**config.mk**
```make
export PLATFORM = sky130hd
export DESIGN_NAME = weighted_hamming_pair_accumulator_flat
export DESIGN_NICKNAME = d
export VERILOG_FILES = /design/src/hdl/whpa_pkg.sv /design/src/hdl/whpa_locus_if.sv /design/src/hdl/whpa_result_if.sv /design/src/hdl/whpa_addend_gen.sv /design/src/hdl/weighted_hamming_pair_accumulator.sv /design/src/flat_wrapper.sv
export SDC_FILE = /design/constraint.sdc
export NUM_CORES = 1
export LEC_CHECK = 0
export BUFFER_PORTS_ARGS = -buffer_cell sky130_fd_sc_hd__buf_2
export CAP_MARGIN = 20
export CORE_MARGIN = 1.5
export CORE_UTILIZATION = 47
export DETAILED_ROUTE_END_ITERATION = 8
export GPL_ROUTABILITY_DRIVEN = 0
export PLACE_DENSITY_LB_ADDON = 0.15
export SETUP_SLACK_MARGIN = 0.5
export SLEW_MARGIN = 15
export SYNTH_ARGS = -nofsm -noshare
export SYNTH_HDL_FRONTEND = slang
export SYNTH_SLANG_ARGS = --single-unit
```
**constraint.sdc**
```tcl
create_clock -name clk -period 18.73 [get_ports clk]
set_input_delay 3.746 -clock clk [delete_from_list [all_inputs] [get_ports clk]]
set_output_delay 3.746 -clock clk [all_outputs]
set_load 0.01 [all_outputs]
```
**src/hdl/whpa_pkg.sv**
```systemverilog
// ----------------------------------------------------------------------------
// whpa_pkg
// shared types, constants and the weight lookup of the weighted hamming
// pair accumulator
// ----------------------------------------------------------------------------
package whpa_pkg;

	localparam int STATE_BITS     = 5;
	localparam int NUM_STATES     = 16;
	localparam int WEIGHT_BITS    = 16;
	localparam int FRAC_BITS      = WEIGHT_BITS - 4;
	localparam int LANE_BITS      = 16;
	localparam int LANES_PER_REG  = 4;
	localparam int NUM_WEIGHT_REGS = 4;
	localparam int CFG_DATA_BITS  = LANE_BITS * LANES_PER_REG;
	localparam int ACC_BITS       = 42;
	localparam int PROD_BITS      = 2 * WEIGHT_BITS;
	localparam int REG_INDEX_BITS = 3;

	localparam logic [STATE_BITS-1:0] MISSING_STATE = STATE_BITS'(2);
	localparam logic [CFG_DATA_BITS-1:0] WEIGHT_REG_RESET = 64'h1000_1000_1000_1000;
	localparam logic [ACC_BITS-1:0] ACC_MAX = '1;

	typedef logic [STATE_BITS-1:0]  state_t;
	typedef logic [WEIGHT_BITS-1:0] weight_t;
	typedef logic [ACC_BITS-1:0]    acc_t;
	typedef logic [NUM_WEIGHT_REGS-1:0][CFG_DATA_BITS-1:0] weight_bank_t;

	// configuration register indexes
	typedef enum logic [REG_INDEX_BITS-1:0] {
		REG_MISSING_MODE  = 3'd0,
		REG_WEIGHTS_1_4   = 3'd1,
		REG_WEIGHTS_5_8   = 3'd2,
		REG_WEIGHTS_9_12  = 3'd3,
		REG_WEIGHTS_13_16 = 3'd4
	} reg_index_t;

	// one locus held in the input stage
	typedef struct packed {
		state_t state_a;
		state_t state_b;
		logic   last_locus;
	} locus_t;

	// states outside 1..NUM_STATES carry weight zero
	function automatic weight_t weight_of(input state_t st, input weight_bank_t bank);
		logic [3:0]           idx;
		logic [LANE_BITS-1:0] lane;
		idx  = 4'(st - STATE_BITS'(1));
		lane = bank[idx[3:2]][{idx[1:0], 4'b0000} +: LANE_BITS];
		if (st < STATE_BITS'(1) || st > STATE_BITS'(NUM_STATES)) begin
			return '0;
		end
		return lane[WEIGHT_BITS-1:0];
	endfunction

endpackage

```
**src/hdl/whpa_locus_if.sv**
```systemverilog
// ----------------------------------------------------------------------------
// whpa_locus_if
// valid/ready channel carrying one locus of a row pair
// ----------------------------------------------------------------------------
interface whpa_locus_if;
	import whpa_pkg::*;

	logic   valid;
	logic   ready;
	state_t state_a;
	state_t state_b;
	logic   last_locus;

	modport source (output valid, output state_a, output state_b, output last_locus,
		input ready);
	modport sink (input valid, input state_a, input state_b, input last_locus,
		output ready);
endinterface

```
**src/hdl/whpa_result_if.sv**
```systemverilog
// ----------------------------------------------------------------------------
// whpa_result_if
// valid/ready channel carrying the distance of one row pair
// ----------------------------------------------------------------------------
interface whpa_result_if;
	import whpa_pkg::*;

	logic valid;
	logic ready;
	acc_t distance;
	logic saturated;

	modport source (output valid, output distance, output saturated, input ready);
	modport sink (input valid, input distance, input saturated, output ready);
endinterface

```
**src/hdl/whpa_addend_gen.sv**
```systemverilog
// ----------------------------------------------------------------------------
// whpa_addend_gen
// weight lookup, weight product and missing-run tracking for one locus;
// yields the value to be added to the accumulator
// ----------------------------------------------------------------------------
module whpa_addend_gen (
	input  logic                   clk,
	input  logic                   arst_n,
	input  logic                   advance,
	input  whpa_pkg::locus_t       locus,
	input  logic                   missing_mode,
	input  whpa_pkg::weight_bank_t weights,
	output whpa_pkg::acc_t         addend
);
	import whpa_pkg::*;

	logic    run_a_q, run_b_q;
	weight_t w_a, w_b, w_miss;
	logic [PROD_BITS-1:0] product;
	logic    a_miss, b_miss, differ;
	acc_t    penalty;

	assign w_a     = weight_of(locus.state_a, weights);
	assign w_b     = weight_of(locus.state_b, weights);
	assign w_miss  = weight_of(MISSING_STATE, weights);
	assign product = PROD_BITS'(w_a) * PROD_BITS'(w_b);
	assign penalty = ACC_BITS'(w_miss) << FRAC_BITS;
	assign a_miss  = (locus.state_a == MISSING_STATE);
	assign b_miss  = (locus.state_b == MISSING_STATE);
	assign differ  = (locus.state_a != locus.state_b);

	// at most one addition per locus: the two run starts exclude each other
	// and exclude the product
	always_comb begin
		addend = '0;
		if (missing_mode) begin
			if (a_miss && !b_miss && !run_a_q) begin
				addend = penalty;
			end else if (b_miss && !a_miss && !run_b_q) begin
				addend = penalty;
			end else if (differ && !a_miss && !b_miss) begin
				addend = ACC_BITS'(product);
			end
		end else if (differ) begin
			addend = ACC_BITS'(product);
		end
	end

	always_ff @(posedge clk or negedge arst_n) begin
		if (!arst_n) begin
			run_a_q <= 1'b0;
			run_b_q <= 1'b0;
		end else if (advance) begin
			if (locus.last_locus) begin
				run_a_q <= 1'b0;
				run_b_q <= 1'b0;
			end else if (missing_mode) begin
				run_a_q <= a_miss && (run_a_q || !b_miss);
				run_b_q <= b_miss && (run_b_q || !a_miss);
			end
		end
	end

endmodule

```
**src/hdl/weighted_hamming_pair_accumulator.sv**
```systemverilog
// ----------------------------------------------------------------------------
// weighted_hamming_pair_accumulator
// weighted hamming distance between two character-state rows, one locus
// per transaction, with optional missing-state handling
// ----------------------------------------------------------------------------
// One locus is accepted every clock cycle while input ready is high. A locus
// passes an input register, a stage that looks up both Q4.12 weights and
// multiplies them (16x16), and a saturating 42-bit add into the accumulator;
// a row pair's result enters the output register as its last locus leaves the
// product register. The only stall comes from the output register: loci keep
// flowing while a result waits, and input ready drops only when a second last
// locus reaches the accumulator while the previous result is still not taken.
// Weights and the missing mode must be written through the configuration port
// between row pairs, while no transaction is in flight; the block won't check.
// ----------------------------------------------------------------------------
module weighted_hamming_pair_accumulator (
	input  logic                                    clk,
	input  logic                                    arst_n,
	whpa_locus_if.sink                              loci,
	whpa_result_if.source                           result,
	input  logic                                    cfg_we,
	input  logic [whpa_pkg::REG_INDEX_BITS-1:0]     cfg_index,
	input  logic [whpa_pkg::CFG_DATA_BITS-1:0]      cfg_data
);
	import whpa_pkg::*;

	// configuration registers
	logic         missing_mode_q;
	weight_bank_t weights_q;

	// pipeline
	logic   valid_s1, valid_s2;
	locus_t locus_s1;
	logic   last_s2;
	acc_t   addend, addend_s2;
	logic   stall;

	// accumulator and result register
	acc_t   acc_q;
	logic   ovf_q;
	logic [ACC_BITS:0] sum;
	acc_t   acc_next;
	logic   clamp;
	logic   out_valid_q;
	acc_t   distance_q;
	logic   saturated_q;

	// configuration writes; indexes past the list are dropped
	always_ff @(posedge clk or negedge arst_n) begin
		if (!arst_n) begin
			missing_mode_q <= 1'b0;
			weights_q      <= {NUM_WEIGHT_REGS{WEIGHT_REG_RESET}};
		end else if (cfg_we) begin
			case (reg_index_t'(cfg_index))
				REG_MISSING_MODE:  missing_mode_q <= cfg_data[0];
				REG_WEIGHTS_1_4:   weights_q[0]   <= cfg_data;
				REG_WEIGHTS_5_8:   weights_q[1]   <= cfg_data;
				REG_WEIGHTS_9_12:  weights_q[2]   <= cfg_data;
				REG_WEIGHTS_13_16: weights_q[3]   <= cfg_data;
				default: ;
			endcase
		end
	end

	// a last locus cannot leave the accumulator while an untaken result sits
	// in the output register, and then every stage holds
	assign stall      = valid_s2 && last_s2 && out_valid_q && !result.ready;
	assign loci.ready = !stall;

	// input register
	always_ff @(posedge clk or negedge arst_n) begin
		if (!arst_n) begin
			valid_s1 <= 1'b0;
		end else if (!stall) begin
			valid_s1 <= loci.valid;
		end
	end

	always_ff @(posedge clk) begin
		if (!stall && loci.valid) begin
			locus_s1.state_a    <= loci.state_a;
			locus_s1.state_b    <= loci.state_b;
			locus_s1.last_locus <= loci.last_locus;
		end
	end

	// weight product, missing penalty and run flags
	whpa_addend_gen u_addend_gen (
		.clk          (clk),
		.arst_n       (arst_n),
		.advance      (valid_s1 && !stall),
		.locus        (locus_s1),
		.missing_mode (missing_mode_q),
		.weights      (weights_q),
		.addend       (addend)
	);

	// product register ahead of the add
	always_ff @(posedge clk or negedge arst_n) begin
		if (!arst_n) begin
			valid_s2 <= 1'b0;
		end else if (!stall) begin
			valid_s2 <= valid_s1;
		end
	end

	always_ff @(posedge clk) begin
		if (!stall && valid_s1) begin
			addend_s2 <= addend;
			last_s2   <= locus_s1.last_locus;
		end
	end

	// saturating accumulate
	assign sum      = {1'b0, acc_q} + {1'b0, addend_s2};
	assign clamp    = sum[ACC_BITS];
	assign acc_next = clamp ? ACC_MAX : sum[ACC_BITS-1:0];

	always_ff @(posedge clk or negedge arst_n) begin
		if (!arst_n) begin
			acc_q <= '0;
			ovf_q <= 1'b0;
		end else if (valid_s2 && !stall) begin
			if (last_s2) begin
				// row pair done, start the next one from zero
				acc_q <= '0;
				ovf_q <= 1'b0;
			end else begin
				acc_q <= acc_next;
				ovf_q <= ovf_q || clamp;
			end
		end
	end

	// result register
	always_ff @(posedge clk or negedge arst_n) begin
		if (!arst_n) begin
			out_valid_q <= 1'b0;
		end else if (valid_s2 && last_s2 && !stall) begin
			out_valid_q <= 1'b1;
		end else if (result.ready) begin
			out_valid_q <= 1'b0;
		end
	end

	always_ff @(posedge clk) begin
		if (valid_s2 && last_s2 && !stall) begin
			distance_q  <= acc_next;
			saturated_q <= ovf_q || clamp;
		end
	end

	assign result.valid     = out_valid_q;
	assign result.distance  = distance_q;
	assign result.saturated = saturated_q;

	// input only backs up behind a held result
	assert property (@(posedge clk) disable iff (!arst_n)
		!loci.ready |-> (out_valid_q && !result.ready))
		else $error("input stalled without a held result");

	// the accumulator restarts from zero after a row pair
	assert property (@(posedge clk) disable iff (!arst_n)
		(valid_s2 && last_s2 && !stall) |=> (acc_q == '0 && !ovf_q))
		else $error("accumulator not cleared after last locus");

	// once clamped the sum stays at full scale
	assert property (@(posedge clk) disable iff (!arst_n)
		ovf_q |-> (acc_q == ACC_MAX))
		else $error("overflow flag without a full-scale accumulator");

	assert property (@(posedge clk) disable iff (!arst_n)
		(out_valid_q && saturated_q) |-> (distance_q == ACC_MAX))
		else $error("saturated result below full scale");

endmodule

```
**src/flat_wrapper.sv**
```systemverilog
// flat-port wrapper written by rule: the top's interface ports become plain ports
module weighted_hamming_pair_accumulator_flat import whpa_pkg::*;
  (clk, arst_n, cfg_we, cfg_index, cfg_data, loci_valid, loci_state_a, loci_state_b, loci_last_locus, loci_ready, result_valid, result_distance, result_saturated, result_ready);
  whpa_locus_if loci_i ();
  whpa_result_if result_i ();
  input  logic clk;
  input  logic arst_n;
  input  logic cfg_we;
  input  logic [whpa_pkg::REG_INDEX_BITS-1:0] cfg_index;
  input  logic [whpa_pkg::CFG_DATA_BITS-1:0] cfg_data;
  input wire logic [$bits(loci_i.valid)-1:0] loci_valid;
  input wire logic [$bits(loci_i.state_a)-1:0] loci_state_a;
  input wire logic [$bits(loci_i.state_b)-1:0] loci_state_b;
  input wire logic [$bits(loci_i.last_locus)-1:0] loci_last_locus;
  output wire logic [$bits(loci_i.ready)-1:0] loci_ready;
  output wire logic [$bits(result_i.valid)-1:0] result_valid;
  output wire logic [$bits(result_i.distance)-1:0] result_distance;
  output wire logic [$bits(result_i.saturated)-1:0] result_saturated;
  input wire logic [$bits(result_i.ready)-1:0] result_ready;
  assign loci_i.valid = loci_valid;
  assign loci_i.state_a = loci_state_a;
  assign loci_i.state_b = loci_state_b;
  assign loci_i.last_locus = loci_last_locus;
  assign loci_ready = loci_i.ready;
  assign result_valid = result_i.valid;
  assign result_distance = result_i.distance;
  assign result_saturated = result_i.saturated;
  assign result_i.ready = result_ready;
  weighted_hamming_pair_accumulator u_core (.clk(clk), .arst_n(arst_n), .loci(loci_i), .result(result_i), .cfg_we(cfg_we), .cfg_index(cfg_index), .cfg_data(cfg_data));
endmodule
```
# [After elaboration in Yosys (flattened, before gate mapping)]
# Cells that the tools add are included.
[classes] n_eq_ne=7 multipliers=1 add_sub_neg=3 n_shift=2 reduce_logical=35 n_mux=24 n_lt_le_gt_ge=6
[op_table] cell="64-bit binary-select mux with 2-bit select" n=2
[op_table] cell="32-bit 2-to-1 mux" n=4
[op_table] cell="64-bit 2-to-1 mux" n=2
[op_table] cell="64-bit by 7-bit indexed part select with 16-bit output" n=2
[op_table] cell="42-bit 2-to-1 mux" n=3
[op_table] cell="16-bit 2-to-1 mux" n=4
[op_table] cell="42-bit by 42-bit adder with 43-bit output" n=1
[op_table] cell="16-bit by 16-bit multiplier with 32-bit output" n=1
[op_table] cell="1-bit logical AND" n=15
[op_table] cell="2-bit AND reduction" n=6
[op_table] cell="5-bit by 2-bit equality test with 1-bit output (second input constant)" n=2
[op_table] cell="5-bit > comparator (second input constant)" n=2
[op_table] cell="5-bit by 1-bit less-than comparator with 1-bit output (second input constant)" n=2
[op_table] cell="1-bit 2-to-1 mux" n=9
[op_table] cell="4-bit by 1-bit subtractor with 4-bit output (second input constant)" n=2
[op_table] cell="3-bit by 2-bit equality test with 1-bit output (second input constant)" n=2
[op_table] cell="1-bit zero test" n=6
[op_table] cell="2-bit by 3-bit less-than comparator with 1-bit output (second input constant)" n=2
[op_table] cell="1-bit logical OR" n=5
[op_table] cell="5-bit != test" n=1
[op_table] cell="2-bit nonzero test" n=2
[op_table] cell="3-bit by 1-bit equality test with 1-bit output (second input constant)" n=1
[op_table] cell="3-bit equality test (second input constant)" n=1
[op_table] cell="3-bit zero test" n=1
[totals] inputBits=83 output_inout_bits=45 elab_cells=97 ff_bits=402

# [Longest topological paths before layout]
[depth] depth_word=10 depth_mapped=33 mapped_depth_nobuf=28

# [Modules after synthesis]
# Synthesis repeated with hierarchy kept, for this count alone.
[unflattened] hier_cells=2989 hier_area_um2=30868.4
[modules_own_cells] module="weighted_hamming_pair_accumulator" area_per_inst_um2=16792.4 cells_per_inst=1177 instances=1 seq_area_each_um2=10515.1
[modules_own_cells] module="whpa_addend_gen" area_per_inst_um2=14076.0 cells_per_inst=1812 instances=1 seq_area_each_um2=50.0

# [Worst setup path after synthesis]
# Ideal clock, no wire load.
[synth_timing] path_kind="register to register" startpoint="register u_core.locus_s1[6] in the netlist's numbering" endpoint="register u_core.addend_s2[19], data pin" setup_ns=0.256 synth_period_minus_slack_ns=8.314 required_time_ns=18.474 n_path_buf=5 t_arrival_ns=8.058 setup_slack_ns=10.416 stages_incl_launch_ff=32 path_cell_list="edfxtp_1 -> inv_2 -> buf_2 -> buf_2 -> ha_1 -> xor2_2 -> buf_6 -> buf_4 -> mux4_2 -> mux2i_1 -> o22ai_2 -> buf_2 -> and2_1 -> fa_1 -> inv_1 -> fa_1 -> fa_1 -> fa_1 -> inv_1 -> fa_1 -> inv_1 -> fa_1 -> inv_1 -> ha_1 -> and4_1 -> and4_1 -> o21a_1 -> a2111o_1 -> a21oi_1 -> o21ai_0 -> xor2_1 -> a22o_1"
[synth_between] elab_chain_cells=10 word_cells_on_any_way=24 classes_between="1 x add/sub; 1 x mul; 2 x order compare; 2 x eq/ne; 1 x shift; 9 x mux; 8 x reduce/logical"
[synth_rtl] item="start: declaration" line_no="weighted_hamming_pair_accumulator.sv:33" source="locus_t locus_s1;"
[synth_rtl] item="4-bit by 1-bit subtractor with 4-bit output" line_no="whpa_pkg.sv:49" source="idx = 4'(st - STATE_BITS'(1));"
[synth_rtl] item="64-bit binary-select mux with 2-bit select" line_no="whpa_pkg.sv:50" source="lane = bank[idx[3:2]][{idx[1:0], 4'b0000} +: LANE_BITS];"
[synth_rtl] item="64-bit 2-to-1 mux (not written as such)" line_no="whpa_pkg.sv:50"
[synth_rtl] item="64-bit by 7-bit indexed part select with 16-bit output" line_no="whpa_pkg.sv:50"
[synth_rtl] item="16-bit 2-to-1 mux" line_no="whpa_pkg.sv:54" source="return lane[WEIGHT_BITS-1:0];"
[synth_rtl] item="16-bit by 16-bit multiplier with 32-bit output" line_no="whpa_addend_gen.sv:26" source="assign product = PROD_BITS'(w_a) * PROD_BITS'(w_b);"
[synth_rtl] item="32-bit 2-to-1 mux" line_no="whpa_addend_gen.sv:41" source="end else if (differ && !a_miss && !b_miss) begin"
[synth_rtl] item="32-bit 2-to-1 mux" line_no="whpa_addend_gen.sv:39" source="end else if (b_miss && !a_miss && !run_b_q) begin"
[synth_rtl] item="32-bit 2-to-1 mux" line_no="whpa_addend_gen.sv:37" source="if (a_miss && !b_miss && !run_a_q) begin"
[synth_rtl] item="42-bit 2-to-1 mux *" line_no="whpa_addend_gen.sv:36" source="if (missing_mode) begin"
[synth_rtl] item="via u_core.addend[19]" line_no="weighted_hamming_pair_accumulator.sv:35" source="acc_t addend, addend_s2;"
[synth_rtl] item="end signal: assignment" line_no="weighted_hamming_pair_accumulator.sv:109" source="addend_s2 <= addend;"
[synth_rtl] item="end: declaration" line_no="weighted_hamming_pair_accumulator.sv:35"
# The timed path passes the listed nets; every way through them passes the cells marked *. The select of a mux whose other input is x is not followed.
# A chain may end at the register's enable or synchronous reset.

# [Worst setup path after layout]
[layout_timing] startpoint="register u_core.locus_s1[1] in the netlist's numbering" endpoint="register u_core.addend_s2[29], data pin"
# Same word-level chain as after synthesis.

==> reports/metrics.cfg <==
[worst_setup_path]
worst-path-buf-inv = 6
critical_path_arrival_ps = 10610
endpoint_kind = flop
slowest_delay_ps = 910
crit_type = reg -> reg
cp.required_ps = 19030
cpMostUsedCell = fa_1
crit_family = adder cells
worstSetupStartpointType = flop
crit_slowest_cell = buf_4
cp_max_fo = 47

[global_route]
track_usage_pct = 23.2
grt_overflow = 0
grt_pass1_vias = 20500
grt_antenna_before_repair = 5
grt_max_degree = 197
grt_pass1_wl_um = 115000

[logic_synthesis]
syn_inst = 2459
synth-edff-count = 87
yosysMostFrequentCell = dfrtp_1
yosys.cell_types.count = 76
ys_seq_elements = 392
synth_top_area_share_pct = 24.6
yosysSeqAreaShare_pct = 34.9
ys_top_cells_by_count = dfrtp_1, mux2_2, inv_1
avgSynthCellArea_sq_um = 12.0
synth_ff_type = dfrtp_1
syn_nets = 2879
async_flop_share_pct = 77.8
synth_top_cells_by_area = dfrtp_1, fa_1, mux2_2
yosys.area.top_type = dfrtp_1
netlist_area_sq_um = 29400
yosys_warnings = 0

[sta]
rsz0062_at_grt = no
fin_setup_tns_ps = 0
setup_ws_ps = 8410
clock.fmax_mhz = 96.9
skew_ps = 18.6
drv_slew = 0
fin_crit_sh_pct = 55.1
finalSetupViolCount = 0
slew_headroom_pct = 23.7
min_period_ps = 10320
hold_violations = 0
worst_pin_slew_ps = 1140

[floorplan]
core_sq_um = 61800
io_pins = 128
die-area_sq_um = 64200
die_h_um = 253
die_x_um = 253
rows = 91
start_util_pct = 47.6

[finish]
drive_above_1_share_pct = 25.9
area_delta_synth_final_pct = 9.27
final_cells = 3407
layout.nets = 2955

[route]
dr.pass1.iters = 5
via_per_inst = 5.74
drtIter0Drc = 1171
wl_um = 72700
wl_per_cell_um = 21.3
ant_nets = 0
post-route-drc-count = 0
num_vias = 19600

[clock_network]
cts_resized = 0
cts_tree = done
cts-root-buf = clkbuf_16
cts_hold_buf = 0
path_clk_slew_ps = 60
clock_path_buffers = 3
htreeDepth = 2
cts_setup_buffers = 0
cts_sinks = 392
cts_buffers = 45
clock_latency_ps = 590

[worst_hold_path]
min_path_type = reg -> reg

[placement]
dp_slack_ps = 8380
io_buffers = 127
dp_cells = 3324
dp_hpwl_um = 50800

[power_and_ir_drop]
leakage_nw = 14.3
peakVddDrop_mv = 0.0871
power_density_nw_per_um2 = 127

[run]
cap_violations = 0

[status]
outcome = complete, no violations

[through the flow]
stage | hold slack [ps] | cell area [sq um] | power [W] | utilization [%]
after floorplan | 422 | 29400 | 0.00272 | -
final | 469 | 32200 | 0.00409 | 52.0
after CTS | 465 | 32100 | 0.00413 | 52.0
after global routing | 472 | 32200 | 0.00440 | 52.0
after global placement | 436 | 30700 | 0.00322 | 49.7
after detailed placement | 452 | 30800 | 0.00327 | 49.7
[final timing paths]
check	start	endpoint	slack [ps]	depth (start not counted)
max in group asynchronous	arst_n	u_core.weights_q[91]	13850	2
setup / recovery	u_core.locus_s1[1]	u_core.addend_s2[29]	8410	27
min in group asynchronous	arst_n	u_core.acc_q[0]	3180	1
hold reg to reg	u_core.acc_q[40]	u_core.acc_q[40]	470	1
hold / removal	u_core.acc_q[40]	u_core.acc_q[40]	470	1
setup reg to reg	u_core.locus_s1[1]	u_core.addend_s2[29]	8410	27
[routing by layer]
layer | GRT usage [%] | share of wire, % | vias up
met5 | 0 | 0.063 | -
met4 | 6.23 | 2.2 | 6
met3 | 3.64 | 4.8 | 97
met2 | 38.8 | 49 | 425
met1 | 31.4 | 43 | 10200
li1 | - | - | 8791
[placed cells by master (no fill, tap or decap), types with 24 or more instances in the layout]
cell type  count
ha_1         142
a22o_1        25
buf_4         24
dfrtp_1      289
nor3_1        24
mux2_2       258
xnor2_1       27
o21ai_0       65
buf_2        126
a21oi_1       66
inv_1        252
o22ai_2       31
and2_1       144
clkbuf_16     46
mux4_2       122
fa_1         195
nand2_1      214
xor2_1        31
mux2i_1       71
edfxtp_1      87
nor2_1        49
[where the power goes]
group | total, W | internal, W | leakage, nW | switching (W)
clock | 0.000841 | 0.000476 | 0.674 | 0.000364
combinational | 0.00196 | 0.000849 | 9.09 | 0.00111
sequential | 0.00130 | 0.00115 | 4.53 | 0.000148
[cell type report]
cell class	count	area (sq um)
Sequential cell	392	10300
Inverter	255	957
Fill cell	5456	29700
Tap cell	837	1050
Timing Repair Buffer	154	886
Multi-Input combinational cell	1687	17600
Clock buffer	63	1230
Clock inverter	16	154
Antenna cell	3	7.51
[state kept, by name (all words and copies together), names as in the netlist, 11 cells and up]
register and cells:
u_core.addend_s2 32, u_core.result.distance 42, u_core.acc_q 42, u_core.locus_s1 11
u_core.weights_q 256
[kinds of logic after synthesis]
kind of cell	share of synthesized area [%]
fa+ha+maj	19.3
mux	22.0
buf+inv	5.65
simple gates	8.77
flops	34.9
xor+xnor	1.92
compound gates	7.53
[worst reg2reg max path: cells and delay by family (launching register included)]
family,cells,cell delay [ps]
adders and majority gates,8,3830
AOI/OAI and AO/OA,5,1860
buffers and inverters,6,1730
xor gates and xnor gates,2,960
and+or+nand+nor,4,720
muxes,2,480
DFF,1,440
Note: power is estimated with default switching activity, not from simulation.
